`src/rtl/tme_pkg.sv`:
```
// Package for the text-to-Morse unit encoder: widths, descriptor types
// and the character-to-Morse code table. No dependencies.

package tme_pkg;

    // Field widths
    localparam int CHAR_W = 8;
    localparam int CODE_W = 7;   // longest pattern has seven elements
    localparam int LEN_W  = 3;
    localparam int GAP_W  = 4;   // up to 1 + 3 + 4 off units
    localparam int ON_W   = 2;   // a dah is three on units

    // Timing in units
    localparam int CHAR_GAP_UNITS = 3;
    localparam int END_GAP_UNITS  = 4;
    localparam int SPACE_UNITS    = 1;
    localparam int DIT_UNITS      = 1;
    localparam int DAH_UNITS      = 3;

    localparam logic [CHAR_W-1:0] ASCII_SPACE = 8'h20;

    // Descriptor queue between front and back
    localparam int QUEUE_DEPTH = 2;
    localparam int QUEUE_PTR_W = (QUEUE_DEPTH > 1) ? $clog2(QUEUE_DEPTH) : 1;
    localparam int QUEUE_CNT_W = $clog2(QUEUE_DEPTH + 1);

    // Table entry: element count and dah flags, element 0 in the MSB
    typedef struct packed {
        logic              hit;
        logic [LEN_W-1:0]  len;
        logic [CODE_W-1:0] dah;
    } tme_code_t;

    // One classified character as handed to the back end
    typedef struct packed {
        logic [LEN_W-1:0]  len;
        logic [CODE_W-1:0] dah;
        logic [GAP_W-1:0]  gap;
    } tme_desc_t;

    function automatic tme_code_t code_lookup(input logic [CHAR_W-1:0] ch);
        tme_code_t c;
        c.hit = 1'b1;
        case (ch)
            8'h61: begin c.len = 3'd2; c.dah = 7'b0100000; end // a
            8'h62: begin c.len = 3'd4; c.dah = 7'b1000000; end // b
            8'h63: begin c.len = 3'd4; c.dah = 7'b1010000; end // c
            8'h64: begin c.len = 3'd3; c.dah = 7'b1000000; end // d
            8'h65: begin c.len = 3'd1; c.dah = 7'b0000000; end // e
            8'h66: begin c.len = 3'd4; c.dah = 7'b0010000; end // f
            8'h67: begin c.len = 3'd3; c.dah = 7'b1100000; end // g
            8'h68: begin c.len = 3'd4; c.dah = 7'b0000000; end // h
            8'h69: begin c.len = 3'd2; c.dah = 7'b0000000; end // i
            8'h6a: begin c.len = 3'd4; c.dah = 7'b0111000; end // j
            8'h6b: begin c.len = 3'd3; c.dah = 7'b1010000; end // k
            8'h6c: begin c.len = 3'd4; c.dah = 7'b0100000; end // l
            8'h6d: begin c.len = 3'd2; c.dah = 7'b1100000; end // m
            8'h6e: begin c.len = 3'd2; c.dah = 7'b1000000; end // n
            8'h6f: begin c.len = 3'd3; c.dah = 7'b1110000; end // o
            8'h70: begin c.len = 3'd4; c.dah = 7'b0110000; end // p
            8'h71: begin c.len = 3'd4; c.dah = 7'b1101000; end // q
            8'h72: begin c.len = 3'd3; c.dah = 7'b0100000; end // r
            8'h73: begin c.len = 3'd3; c.dah = 7'b0000000; end // s
            8'h74: begin c.len = 3'd1; c.dah = 7'b1000000; end // t
            8'h75: begin c.len = 3'd3; c.dah = 7'b0010000; end // u
            8'h76: begin c.len = 3'd4; c.dah = 7'b0001000; end // v
            8'h77: begin c.len = 3'd3; c.dah = 7'b0110000; end // w
            8'h78: begin c.len = 3'd4; c.dah = 7'b1001000; end // x
            8'h79: begin c.len = 3'd4; c.dah = 7'b1011000; end // y
            8'h7a: begin c.len = 3'd4; c.dah = 7'b1100000; end // z
            8'h30: begin c.len = 3'd5; c.dah = 7'b1111100; end // 0
            8'h31: begin c.len = 3'd5; c.dah = 7'b0111100; end // 1
            8'h32: begin c.len = 3'd5; c.dah = 7'b0011100; end // 2
            8'h33: begin c.len = 3'd5; c.dah = 7'b0001100; end // 3
            8'h34: begin c.len = 3'd5; c.dah = 7'b0000100; end // 4
            8'h35: begin c.len = 3'd5; c.dah = 7'b0000000; end // 5
            8'h36: begin c.len = 3'd5; c.dah = 7'b1000000; end // 6
            8'h37: begin c.len = 3'd5; c.dah = 7'b1100000; end // 7
            8'h38: begin c.len = 3'd5; c.dah = 7'b1110000; end // 8
            8'h39: begin c.len = 3'd5; c.dah = 7'b1111000; end // 9
            8'h2e: begin c.len = 3'd6; c.dah = 7'b0101010; end // period
            8'h2c: begin c.len = 3'd6; c.dah = 7'b1100110; end // comma
            8'h3f: begin c.len = 3'd6; c.dah = 7'b0011000; end // question mark
            8'h27: begin c.len = 3'd6; c.dah = 7'b0111100; end // apostrophe
            8'h21: begin c.len = 3'd6; c.dah = 7'b1010110; end // exclamation
            8'h2f: begin c.len = 3'd5; c.dah = 7'b1001000; end // slash
            8'h28: begin c.len = 3'd5; c.dah = 7'b1011000; end // open paren
            8'h29: begin c.len = 3'd6; c.dah = 7'b1011010; end // close paren
            8'h26: begin c.len = 3'd5; c.dah = 7'b0100000; end // ampersand
            8'h3a: begin c.len = 3'd6; c.dah = 7'b1110000; end // colon
            8'h3b: begin c.len = 3'd6; c.dah = 7'b1010100; end // semicolon
            8'h3d: begin c.len = 3'd5; c.dah = 7'b1000100; end // equals
            8'h2b: begin c.len = 3'd5; c.dah = 7'b0101000; end // plus
            8'h2d: begin c.len = 3'd6; c.dah = 7'b1000010; end // hyphen
            8'h5f: begin c.len = 3'd6; c.dah = 7'b0011010; end // underscore
            8'h22: begin c.len = 3'd6; c.dah = 7'b0100100; end // double quote
            8'h24: begin c.len = 3'd7; c.dah = 7'b0001001; end // dollar
            8'h40: begin c.len = 3'd6; c.dah = 7'b0110100; end // at sign
            default:
            begin
                c.hit = 1'b0;
                c.len = '0;
                c.dah = '0;
            end
        endcase
        return c;
    endfunction

endpackage

```
`src/rtl/tme_if.sv`:
```
// Channel interfaces of the text-to-Morse unit encoder.
// Depends on tme_pkg for the character width.

interface tme_char_if;
    logic                      valid;
    logic                      ready;
    logic [tme_pkg::CHAR_W-1:0] char_code;
    logic                      message_end;

    modport source (output valid, output char_code, output message_end, input ready);
    modport sink   (input valid, input char_code, input message_end, output ready);
endinterface

interface tme_unit_if;
    logic valid;
    logic ready;
    logic key_on;
    logic run_last;

    modport source (output valid, output key_on, output run_last, input ready);
    modport sink   (input valid, input key_on, input run_last, output ready);
endinterface

```
`src/rtl/tme_front.sv`:
```
// Front end: accepts characters, looks up the Morse pattern and builds
// a descriptor for the queue. Depends on tme_pkg and tme_if.

module tme_front (
    tme_char_if.sink              char_in,
    input  logic                  q_full,
    output logic                  q_push,
    output tme_pkg::tme_desc_t    q_desc
);

    tme_pkg::tme_code_t         code;
    logic                       is_space;
    logic [tme_pkg::GAP_W-1:0]  gap;

    // Take a character whenever the queue has room
    assign char_in.ready = !q_full;
    assign q_push        = char_in.valid && !q_full;

    // Classify the character
    assign code     = tme_pkg::code_lookup(char_in.char_code);
    assign is_space = (char_in.char_code == tme_pkg::ASCII_SPACE);

    // Trailing off units: space unit, character gap, optional message gap
    always_comb
    begin
        gap = tme_pkg::GAP_W'(tme_pkg::CHAR_GAP_UNITS);
        if (is_space)
        begin
            gap = gap + tme_pkg::GAP_W'(tme_pkg::SPACE_UNITS);
        end
        if (char_in.message_end)
        begin
            gap = gap + tme_pkg::GAP_W'(tme_pkg::END_GAP_UNITS);
        end
    end

    // Unknown bytes carry no elements, only the gap
    assign q_desc.len = code.hit ? code.len : '0;
    assign q_desc.dah = code.dah;
    assign q_desc.gap = gap;

endmodule

```
`src/rtl/tme_queue.sv`:
```
// Short descriptor queue between the front and back ends.
// Depends on tme_pkg for the descriptor type and queue depth.

module tme_queue (
    input  logic               clk,
    input  logic               rst_n,
    input  logic               push,
    input  tme_pkg::tme_desc_t din,
    output logic               full,
    input  logic               pop,
    output logic               valid,
    output tme_pkg::tme_desc_t dout
);

    tme_pkg::tme_desc_t              slot_reg [tme_pkg::QUEUE_DEPTH];
    logic [tme_pkg::QUEUE_PTR_W-1:0] wr_ptr_reg, wr_ptr_next;
    logic [tme_pkg::QUEUE_PTR_W-1:0] rd_ptr_reg, rd_ptr_next;
    logic [tme_pkg::QUEUE_CNT_W-1:0] count_reg, count_next;

    assign full  = (count_reg == tme_pkg::QUEUE_CNT_W'(tme_pkg::QUEUE_DEPTH));
    assign valid = (count_reg != '0);
    assign dout  = slot_reg[rd_ptr_reg];

    // Advance pointers with wrap at the queue depth
    always_comb
    begin
        wr_ptr_next = wr_ptr_reg;
        rd_ptr_next = rd_ptr_reg;
        count_next  = count_reg;
        if (push)
        begin
            wr_ptr_next = (wr_ptr_reg == tme_pkg::QUEUE_PTR_W'(tme_pkg::QUEUE_DEPTH - 1))
                          ? '0 : wr_ptr_reg + 1'b1;
        end
        if (pop)
        begin
            rd_ptr_next = (rd_ptr_reg == tme_pkg::QUEUE_PTR_W'(tme_pkg::QUEUE_DEPTH - 1))
                          ? '0 : rd_ptr_reg + 1'b1;
        end
        if (push && !pop)
        begin
            count_next = count_reg + 1'b1;
        end
        else if (pop && !push)
        begin
            count_next = count_reg - 1'b1;
        end
    end

    // Hold pointers and count
    always_ff @(posedge clk or negedge rst_n)
    begin
        if (!rst_n)
        begin
            wr_ptr_reg <= '0;
            rd_ptr_reg <= '0;
            count_reg  <= '0;
        end
        else
        begin
            wr_ptr_reg <= wr_ptr_next;
            rd_ptr_reg <= rd_ptr_next;
            count_reg  <= count_next;
        end
    end

    // Store pushed descriptors
    always_ff @(posedge clk)
    begin
        if (push)
        begin
            slot_reg[wr_ptr_reg] <= din;
        end
    end

    a_no_push_full: assert property (@(posedge clk) disable iff (!rst_n)
        push |-> !full)
        else $error("descriptor pushed into full queue");

    a_no_pop_empty: assert property (@(posedge clk) disable iff (!rst_n)
        pop |-> valid)
        else $error("descriptor popped from empty queue");

    a_count_bound: assert property (@(posedge clk) disable iff (!rst_n)
        count_reg <= tme_pkg::QUEUE_CNT_W'(tme_pkg::QUEUE_DEPTH))
        else $error("queue count above depth");

endmodule

```
`src/rtl/tme_back.sv`:
```
// Back end: plays one descriptor out as key units, one unit per cycle
// while unit_out takes them, into an output register. Depends on tme_pkg and tme_if.

module tme_back (
    input  logic               clk,
    input  logic               rst_n,
    input  logic               q_valid,
    input  tme_pkg::tme_desc_t q_desc,
    output logic               q_pop,
    tme_unit_if.source         unit_out
);

    typedef enum logic [1:0] {
        PH_ON,
        PH_SEP,
        PH_GAP
    } phase_t;

    logic                         busy_reg, busy_next;
    phase_t                       phase_reg, phase_next;
    logic [tme_pkg::ON_W-1:0]     on_left_reg, on_left_next;
    logic [tme_pkg::LEN_W-1:0]    idx_reg, idx_next;
    logic [tme_pkg::LEN_W-1:0]    len_reg, len_next;
    logic [tme_pkg::CODE_W-1:0]   dah_reg, dah_next;
    logic [tme_pkg::GAP_W-1:0]    gap_reg, gap_next;
    logic                         out_valid_reg, out_valid_next;
    logic                         key_reg, key_next;
    logic                         last_reg, last_next;

    logic advance;
    logic emit;
    logic unit_last;
    logic unit_key;

    // Output register frees when empty or taken
    assign advance   = !out_valid_reg || unit_out.ready;
    assign emit      = busy_reg && advance;
    assign unit_last = (phase_reg == PH_GAP) && (gap_reg == tme_pkg::GAP_W'(1));
    assign unit_key  = (phase_reg == PH_ON);
    assign q_pop     = q_valid && (!busy_reg || (emit && unit_last));

    assign unit_out.valid    = out_valid_reg;
    assign unit_out.key_on   = key_reg;
    assign unit_out.run_last = last_reg;

    // Sequence elements, separators and gap
    always_comb
    begin
        busy_next      = busy_reg;
        phase_next     = phase_reg;
        on_left_next   = on_left_reg;
        idx_next       = idx_reg;
        len_next       = len_reg;
        dah_next       = dah_reg;
        gap_next       = gap_reg;
        out_valid_next = out_valid_reg;
        key_next       = key_reg;
        last_next      = last_reg;

        // Drain the output register
        if (advance)
        begin
            out_valid_next = 1'b0;
        end

        // Step the current character
        if (emit)
        begin
            out_valid_next = 1'b1;
            key_next       = unit_key;
            last_next      = unit_last;
            case (phase_reg)
                PH_ON:
                begin
                    on_left_next = on_left_reg - 1'b1;
                    if (on_left_reg == tme_pkg::ON_W'(1))
                    begin
                        if (idx_reg == len_reg - 1'b1)
                        begin
                            phase_next = PH_GAP;
                        end
                        else
                        begin
                            phase_next = PH_SEP;
                            idx_next   = idx_reg + 1'b1;
                            dah_next   = dah_reg << 1;
                        end
                    end
                end
                PH_SEP:
                begin
                    phase_next   = PH_ON;
                    on_left_next = dah_reg[tme_pkg::CODE_W-1]
                                   ? tme_pkg::ON_W'(tme_pkg::DAH_UNITS)
                                   : tme_pkg::ON_W'(tme_pkg::DIT_UNITS);
                end
                PH_GAP:
                begin
                    gap_next = gap_reg - 1'b1;
                    if (unit_last)
                    begin
                        busy_next = 1'b0;
                    end
                end
                default:
                begin
                    phase_next = PH_GAP;
                end
            endcase
        end

        // Load the next character
        if (q_pop)
        begin
            busy_next    = 1'b1;
            len_next     = q_desc.len;
            dah_next     = q_desc.dah;
            gap_next     = q_desc.gap;
            idx_next     = '0;
            on_left_next = q_desc.dah[tme_pkg::CODE_W-1]
                           ? tme_pkg::ON_W'(tme_pkg::DAH_UNITS)
                           : tme_pkg::ON_W'(tme_pkg::DIT_UNITS);
            phase_next   = (q_desc.len != '0) ? PH_ON : PH_GAP;
        end
    end

    // Hold sequencer state and the output register
    always_ff @(posedge clk or negedge rst_n)
    begin
        if (!rst_n)
        begin
            busy_reg      <= 1'b0;
            phase_reg     <= PH_GAP;
            on_left_reg   <= '0;
            idx_reg       <= '0;
            len_reg       <= '0;
            dah_reg       <= '0;
            gap_reg       <= '0;
            out_valid_reg <= 1'b0;
            key_reg       <= 1'b0;
            last_reg      <= 1'b0;
        end
        else
        begin
            busy_reg      <= busy_next;
            phase_reg     <= phase_next;
            on_left_reg   <= on_left_next;
            idx_reg       <= idx_next;
            len_reg       <= len_next;
            dah_reg       <= dah_next;
            gap_reg       <= gap_next;
            out_valid_reg <= out_valid_next;
            key_reg       <= key_next;
            last_reg      <= last_next;
        end
    end

    a_last_is_off: assert property (@(posedge clk) disable iff (!rst_n)
        (unit_out.valid && unit_out.run_last) |-> !unit_out.key_on)
        else $error("final unit of a character is key down");

    a_gap_nonzero: assert property (@(posedge clk) disable iff (!rst_n)
        (busy_reg && phase_reg == PH_GAP) |-> (gap_reg != '0))
        else $error("gap counter empty while in gap");

    a_on_nonzero: assert property (@(posedge clk) disable iff (!rst_n)
        (busy_reg && phase_reg == PH_ON) |-> (on_left_reg != '0))
        else $error("on counter empty while key down");

    a_idx_in_range: assert property (@(posedge clk) disable iff (!rst_n)
        (busy_reg && phase_reg != PH_GAP) |-> (idx_reg < len_reg))
        else $error("element index beyond pattern length");

endmodule

```
`src/rtl/text_to_morse_unit_encoder.sv`:
```
// Text-to-Morse unit encoder, top level.
// Channels: char_in takes one ASCII byte per transaction (char_code) with
//   message_end set on the last character of a message; unit_out gives one
//   Morse timing unit per transaction (key_on: 1 key down, 0 key up) with
//   run_last set on the last unit of each character.
// Timing: dit is one on unit, dah three, one off unit between elements,
//   three off units after each character and four more after the last one.
//   Space gives one off unit before the gap; unknown bytes give only the gap.
// Path: the first unit of a character passes through the descriptor queue,
//   the sequencer state and the output register before it is valid.
// Throughput: one unit per cycle while unit_out takes units and descriptors
//   are queued; the back-end unit sequencer loads the next character as it
//   emits the previous one's last unit. A two-entry descriptor queue
//   sits between front and back, so char_in keeps accepting while units
//   of earlier characters are still playing.
// Stall: when unit_out.ready is low the output register holds, the
//   sequencer stops, and char_in.ready drops once the queue is full.
// Reset: rst_n (asynchronous, active low) empties the queue and drops
//   any character in progress.
// Depends on tme_pkg, tme_if, tme_front, tme_queue, tme_back.

module text_to_morse_unit_encoder (
    input  logic       clk,
    input  logic       rst_n,
    tme_char_if.sink   char_in,
    tme_unit_if.source unit_out
);

    logic               q_full;
    logic               q_push;
    logic               q_pop;
    logic               q_valid;
    tme_pkg::tme_desc_t q_din;
    tme_pkg::tme_desc_t q_dout;

    // Classify incoming characters
    tme_front u_front (
        .char_in (char_in),
        .q_full  (q_full),
        .q_push  (q_push),
        .q_desc  (q_din)
    );

    // Decouple front and back
    tme_queue u_queue (
        .clk   (clk),
        .rst_n (rst_n),
        .push  (q_push),
        .din   (q_din),
        .full  (q_full),
        .pop   (q_pop),
        .valid (q_valid),
        .dout  (q_dout)
    );

    // Play descriptors out as key units
    tme_back u_back (
        .clk      (clk),
        .rst_n    (rst_n),
        .q_valid  (q_valid),
        .q_desc   (q_dout),
        .q_pop    (q_pop),
        .unit_out (unit_out)
    );

endmodule

```
`src/flat_wrapper.sv`:
```
// flat-port wrapper written by rule: the top's interface ports become plain ports
module text_to_morse_unit_encoder_flat 
  (clk, rst_n, char_in_valid, char_in_char_code, char_in_message_end, char_in_ready, unit_out_valid, unit_out_key_on, unit_out_run_last, unit_out_ready);
  tme_char_if char_in_i ();
  tme_unit_if unit_out_i ();
  input  logic clk;
  input  logic rst_n;
  input wire logic [$bits(char_in_i.valid)-1:0] char_in_valid;
  input wire logic [$bits(char_in_i.char_code)-1:0] char_in_char_code;
  input wire logic [$bits(char_in_i.message_end)-1:0] char_in_message_end;
  output wire logic [$bits(char_in_i.ready)-1:0] char_in_ready;
  output wire logic [$bits(unit_out_i.valid)-1:0] unit_out_valid;
  output wire logic [$bits(unit_out_i.key_on)-1:0] unit_out_key_on;
  output wire logic [$bits(unit_out_i.run_last)-1:0] unit_out_run_last;
  input wire logic [$bits(unit_out_i.ready)-1:0] unit_out_ready;
  assign char_in_i.valid = char_in_valid;
  assign char_in_i.char_code = char_in_char_code;
  assign char_in_i.message_end = char_in_message_end;
  assign char_in_ready = char_in_i.ready;
  assign unit_out_valid = unit_out_i.valid;
  assign unit_out_key_on = unit_out_i.key_on;
  assign unit_out_run_last = unit_out_i.run_last;
  assign unit_out_i.ready = unit_out_ready;
  text_to_morse_unit_encoder u_core (.clk(clk), .rst_n(rst_n), .char_in(char_in_i), .unit_out(unit_out_i));
endmodule
```
`config.mk`:
```
export PLATFORM = sky130hd
export DESIGN_NAME = text_to_morse_unit_encoder_flat
export DESIGN_NICKNAME = d
export VERILOG_FILES = /design/src/rtl/tme_pkg.sv /design/src/rtl/tme_if.sv /design/src/rtl/tme_front.sv /design/src/rtl/tme_queue.sv /design/src/rtl/tme_back.sv /design/src/rtl/text_to_morse_unit_encoder.sv /design/src/flat_wrapper.sv
export SDC_FILE = /design/constraint.sdc
export NUM_CORES = 1
export LEC_CHECK = 0
export BUFFER_PORTS_ARGS = -buffer_cell sky130_fd_sc_hd__buf_2
export CORE_UTILIZATION = 55
export DETAILED_ROUTE_END_ITERATION = 8
export PLACE_DENSITY = 0.78
export SETUP_SLACK_MARGIN = 0.4
export SLEW_MARGIN = 30
export SYNTH_ARGS = -nofsm -noshare
export SYNTH_HDL_FRONTEND = slang
export SYNTH_SLANG_ARGS = --single-unit
```
`constraint.sdc`:
```
create_clock -name clk -period 2 [get_ports clk]
set_input_delay 0.2 -clock clk [delete_from_list [all_inputs] [get_ports clk]]
set_output_delay 0.2 -clock clk [all_outputs]
set_load 0.005 [all_outputs]
```
# [Word-level counts from Yosys, hierarchy flattened]
# Memory sizes are Yosys's and may differ from the RTL's.
# Cells that the tools add are included.
[classes] add_sub_neg=9 eq_ne=64 muxes=41 reduce_logical=31
[ops] operator="$pmux 10 s54" count=1
[ops] operator="$eq 8x7->1 const B" count=28
[ops] operator="$eq 8x6->1 const B" count=27
[ops] operator="$reduce_or 54->1" count=1
[ops] operator="$mux 7" count=5
[ops] operator="$mux 2" count=11
[ops] operator="$mux 3" count=7
[ops] operator="$mux 4" count=4
[ops] operator="$reduce_bool 2->1" count=8
[ops] operator="$mux 1" count=11
[ops] operator="$logic_and 1x1->1" count=7
[ops] operator="$pmux 2 s3" count=1
[ops] operator="$reduce_and 3->1" count=2
[ops] operator="$reduce_bool 3->1" count=2
[ops] operator="$logic_not 1->1" count=5
[ops] operator="$add 4x3->4 const B" count=1
[ops] operator="$eq 2x1->1 const B" count=2
[ops] operator="$eq 2x2->1 const B" count=2
[ops] operator="$eq 4x1->1 const B" count=1
[ops] operator="$ne 2x1->1 const B" count=2
[ops] operator="$pmux 2 s2" count=1
[ops] operator="$reduce_and 2->1" count=2
[ops] operator="$reduce_and 4->1" count=1
[ops] operator="$sub 2x1->2 const B" count=2
[ops] operator="9 further kinds" count=11
[totals] ff_bits=29 mem_bits_rw=28 memories=1
[mem_list] memory="u_core.u_queue.slot_reg" words=2 width=14 read_ports=1 rd_ports_with_merged_regs=0 write_ports=1 line_no="tme_queue.sv:15" rtl="tme_pkg::tme_desc_t slot_reg [tme_pkg::QUEUE_DEPTH];"

# [Longest topological paths before layout]
[logic_depth] depth_word=9 ltp_mapped=12

# [Cells and area by module]
# From an unflattened synthesis, not the netlist that was laid out.
[unflattened] cells_unflattened=395 hier_area_um2=3799.9
[by_module_without_submodules] mod="tme_back" instances=1 cells_each=140 area_per_inst_um2=1415.1
[by_module_without_submodules] mod="tme_queue" instances=1 cells_each=60 area_per_inst_um2=1252.5
[by_module_without_submodules] mod="tme_front" instances=1 cells_each=195 area_per_inst_um2=1132.3

# [Worst setup path after synthesis]
# OpenSTA, ideal clock, no wires.
[synth_path] path_kind="reg2reg" startpoint="register u_core.u_back.gap_reg[1] (netlist bit)" endpoint="register u_core.u_queue.count_reg[1] (netlist bit)" arrival_time_ps=2186 slack_ps=-265 path_stages_with_launch=13 path_buffers=2 synth_period_minus_slack_ps=2265 path_cell_list="dfrtp_1 inv_1 ha_1 or3b_1 o31ai_1 nor2b_1 buf_4 inv_2 buf_2 ha_1 xor2_1 nor2_1 xor2_1"
[synth_via] elab_chain_cells=8
[synth_lines] item="start: declaration" line_no="tme_back.sv:25" rtl="logic [tme_pkg::GAP_W-1:0] gap_reg, gap_next;"
[synth_lines] item="start signal: assignment" line_no="tme_back.sv:151" rtl="gap_reg <= gap_next;"
[synth_lines] item="$eq 4x1->1 *" line_no="tme_back.sv:38" rtl="assign unit_last = (phase_reg == PH_GAP) && (gap_reg == tme_pkg::GAP_W'(1));"
[synth_lines] item="$logic_and 1x1->1 *" line_no="tme_back.sv:38"
[synth_lines] item="$logic_and 1x1->1 *" line_no="tme_back.sv:40" rtl="assign q_pop = q_valid && (!busy_reg || (emit && unit_last));"
[synth_lines] item="$logic_or 1x1->1 *" line_no="tme_back.sv:40"
[synth_lines] item="$logic_and 1x1->1 *" line_no="tme_back.sv:40"
[synth_lines] item="$logic_not 1->1" line_no="tme_queue.sv:40" rtl="if (push && !pop)"
[synth_lines] item="$logic_and 1x1->1" line_no="tme_queue.sv:40"
[synth_lines] item="$mux 2 or $reduce_bool 2->1 (tied branches)"
[synth_lines] item="end signal: assignment" line_no="tme_queue.sv:63" rtl="count_reg <= count_next;"
[synth_lines] item="end: declaration" line_no="tme_queue.sv:18" rtl="logic [tme_pkg::QUEUE_CNT_W-1:0] count_reg, count_next;"
# Mark *: on every way between the ends. The rest lies on a longest branch, timed or not.
# A chain may end at the register's enable or synchronous reset.

# [Worst setup path in the final report]
[layout_path] startpoint="register u_core.u_back.gap_reg[1] (netlist bit)" endpoint="register u_core.u_back.dah_reg[4] (netlist bit)"
[layout_via] elab_chain_cells=7
[layout_lines] item="$eq 4x1->1 *" line_no="tme_back.sv:38"
[layout_lines] item="$logic_and 1x1->1 *" line_no="tme_back.sv:38"
[layout_lines] item="$logic_and 1x1->1 *" line_no="tme_back.sv:40"
[layout_lines] item="$logic_or 1x1->1 *" line_no="tme_back.sv:40"
[layout_lines] item="$logic_and 1x1->1 *" line_no="tme_back.sv:40"
[layout_lines] item="$ne 2x1->1 (no source line) or $reduce_bool 2->1 (tied branches)"
[layout_lines] item="$reduce_and 4->1 (no source line)"
[layout_lines] item="end signal: assignment" line_no="tme_back.sv:150" rtl="dah_reg <= dah_next;"
[layout_lines] item="end: declaration" line_no="tme_back.sv:24" rtl="logic [tme_pkg::CODE_W-1:0] dah_reg, dah_next;"
# Marked as above.

==> results.cfg <==
[critical_path]
worst_ep_arrival_time_ns = 2.32
worstSetupPathType = reg2reg
crit_required_ns = 2.22
critPathCaptureType = register
path_max_fanout = 7
cp-start-kind = register

[sta]
timing_worst_slew_pin_value_ns = 0.645
period_share_pct = 105
final.min_clock_period_ns = 2.11
setup_viol_count_final = 16
finalMaxSlewViolations = 0
unrepaired_setup_endpoints_after_global_routing = true
final.hold.worst_slack_ns = 0.206
timing.final.hold_violations = 0
slew-limit-headroom_pct = 57.0
finalWorstSetupSlack_ns = -0.107
max_fclk_ghz = 0.475
clock-skew-final_ns = 0.00675

[detailed_routing]
via_count = 3181
wirelength_mm = 9.41
vias_per_cell = 6.31
routed_antenna_nets = 0
detailroute.wirelength.met3_um = 396
routedWlPerCell_um = 18.7
top_layer = met4
drt_pass1_iterations = 4
met1Wirelength_mm = 3.54
routed_length_on_met2_mm = 5.04
detail_route.drc_violations = 0
drt_first_iter_violations = 143

[pwr]
power_per_cell_area_mw_per_mm2 = 988
p_switching_mw = 1.53
power.share.switching_pct = 36.3
p_comb_share_pct = 41.1
clock_power_share_pct = 14.1
max-vdd-ir-drop_mv = 0.888
seq_power_share_pct = 44.7
p_leak_nw = 1.77
internal_power_mw = 2.68

[global_routing]
grt_usage_pct = 27.6
grt_pass1_wl_mm = 13.8
vias_in_the_first_global_route = 3047
globalRoute.totalOverflow = 0
largest_net_degree_at_the_start_of_global_routing = 32
grt_antenna_before_repair = 0

[logic_synthesis]
syn_area_mm2 = 0.00352
postSynthNetCount = 402
seq_area_frac_synth_pct = 42.9
ys_async_sr_fraction_pct = 52.7
postSynth.topFlopCell = sky130_fd_sc_hd__dfrtp_1
avgSynthCellArea_um2 = 9.20
synthDistinctLibCells = 65
ys_seq_elements = 55
postSynthCellCount = 382
synth.yosys.warnings = 0
synth_edf_count = 26

[clock_tree]
clock_sink_count = 55
tritoncts = yes
clock_path_buffers = 2
cts-buffers-inserted = 5
cts_htree_levels = 2
clock_insertion_delay_worst_skew_ns = 0.31
clockRootBuffer = sky130_fd_sc_hd__clkbuf_8
path_clk_slew_ns = 0.09

[finish]
layout-drive-gt1-share_pct = 25.6
finalCoreUtilization_pct = 70.8
final_cell_mix = sky130_fd_sc_hd__buf_4, sky130_fd_sc_hd__nand2_1, sky130_fd_sc_hd__dfrtp_1
nNetsFinal = 448
fin_cells = 504
area_delta_synth_final_pct = 21.3
largest_reg_flops = 26
layout.cells.most_common = sky130_fd_sc_hd__buf_4
num_antenna_cells = 0

[floorplan]
placeableCoreArea_mm2 = 0.00603
fp.dieW_um = 82.0
rows = 28
initial_core_util_pct = 58.3
dieArea_mm2 = 0.00672
dieHeight_um = 82.0
ios = 17

[placed_design]
placed_cells_incl_taps = 487
port_buffers = 16
routabilityCongestion = 0.980
hpwl_reported_at_the_end_of_detailed_placement_mm = 6.44

[outcome]
violations_in_the_final_reports = setup timing
run_status = finished, violations left

[min_path]
hold_class = in2reg

[flow_run]
maxCapViolations = 0
[path summary, 6_finish.rpt]
kind                                               start                             to  slack, ns  cells past startpoint
min in group asynchronous                          rst_n    u_core.u_queue.count_reg[1]       0.46                      2
worst min-delay path                 char_in_message_end  u_core.u_queue.slot_reg[1][2]       0.21                      2
worst max register to register  u_core.u_back.gap_reg[1]       u_core.u_back.dah_reg[4]      -0.11                      9
worst min register to register  u_core.u_back.len_reg[1]       u_core.u_back.len_reg[1]       0.50                      2
worst max-delay path            u_core.u_back.gap_reg[1]       u_core.u_back.dah_reg[4]      -0.11                      9
max in group asynchronous                          rst_n       u_core.u_back.dah_reg[0]       1.12                      2
[power groups by stage]
stage | registers (mW) | logic (mW) | clock network (mW)
2_1_floorplan | 1.80 | 1.11 | 0
3_3_place_gp | 1.86 | 1.46 | 0
3_5_place_dp | 1.88 | 1.55 | 0
4_1_cts | 1.86 | 1.61 | 0.592
5_1_grt | 1.93 | 1.91 | 0.637
6_report | 1.88 | 1.73 | 0.596
[per-layer routing]
metal | track usage [%] | up-vias
met5 | 0 | -
met1 | 29.2 | 1546
met2 | 50.7 | 116
met4 | 18.2 | 0
li1 | - | 1484
met3 | 3.67 | 35
[worst max-delay path: stages (launching register included)]
cell                        delay (ns)
sky130_fd_sc_hd__dfrtp_1          0.40
sky130_fd_sc_hd__inv_2            0.09
sky130_fd_sc_hd__ha_4             0.12
sky130_fd_sc_hd__or3b_4           0.39
sky130_fd_sc_hd__o31ai_4          0.19
sky130_fd_sc_hd__nor2b_4          0.21
sky130_fd_sc_hd__inv_4            0.05
sky130_fd_sc_hd__buf_4            0.17
sky130_fd_sc_hd__clkbuf_16        0.16
sky130_fd_sc_hd__o211ai_1         0.22
[metrics by stage]
stage / setup slack, ns / setup TNS [ns] / power, mW / area, um^2
final: -0.107 / -0.818 / 4.21 / 4260
after global routing: -0.230 / -2.22 / 4.47 / 4260
after CTS: -0.0641 / -0.168 / 4.07 / 4110
after detailed placement: -0.307 / -4.15 / 3.43 / 3960
after global placement: -0.181 / -1.86 / 3.32 / 3960
after floorplan: -0.229 / -0.298 / 2.91 / 3590
[Yosys cell counts (5+ instances only)]
cell	number	area [um^2]
sky130_fd_sc_hd__nand2_1	40	150
sky130_fd_sc_hd__dfrtp_1	28	701
sky130_fd_sc_hd__edfxtp_1	26	781
sky130_fd_sc_hd__nor2_1	26	97.6
sky130_fd_sc_hd__a21oi_1	19	95.1
sky130_fd_sc_hd__o21ai_0	19	95.1
sky130_fd_sc_hd__nand3_1	18	90.1
sky130_fd_sc_hd__clkbuf_1	16	60.1
sky130_fd_sc_hd__nor3_1	15	75.1
sky130_fd_sc_hd__buf_2	13	65.1
sky130_fd_sc_hd__nand2b_1	13	81.3
sky130_fd_sc_hd__mux2i_1	12	120
sky130_fd_sc_hd__inv_1	10	37.5
sky130_fd_sc_hd__o21ai_1	9	45.0
sky130_fd_sc_hd__nor2b_1	8	50.1
sky130_fd_sc_hd__xor2_1	8	70.1
sky130_fd_sc_hd__ha_1	7	87.6
sky130_fd_sc_hd__o211ai_1	6	45.0
sky130_fd_sc_hd__xnor2_1	5	43.8
[cells by family after synthesis]
family	Yosys count	synth area share, %
fa+ha+maj	7	2.49
xor+xnor	14	3.88
simple gates	156	24.1
buf+inv	44	5.48
mux	16	4.70
flops	55	42.9
compound gates	90	16.5
[final cells by class]
cell class	instances	area [um^2]
multi-input combinational	283	1950
fill	449	1760
sequential	55	1510
timing repair buffer	72	587
tap	75	93.8
clock buffer	7	76.3
inverter	11	43.8
clock inverter	1	5.00
[timing repair]
action                                 4_1_cts  5_1_grt
hold buffers                                 1        0
setup endpoints to repair                   26       40
pin swaps                                    3        6
endpoints found under the hold margin       28        0
resized for setup                            8       21
gates cloned                                 0        3
setup buffers                                4        1
No activity file was read; power rests on OpenSTA's default activity.
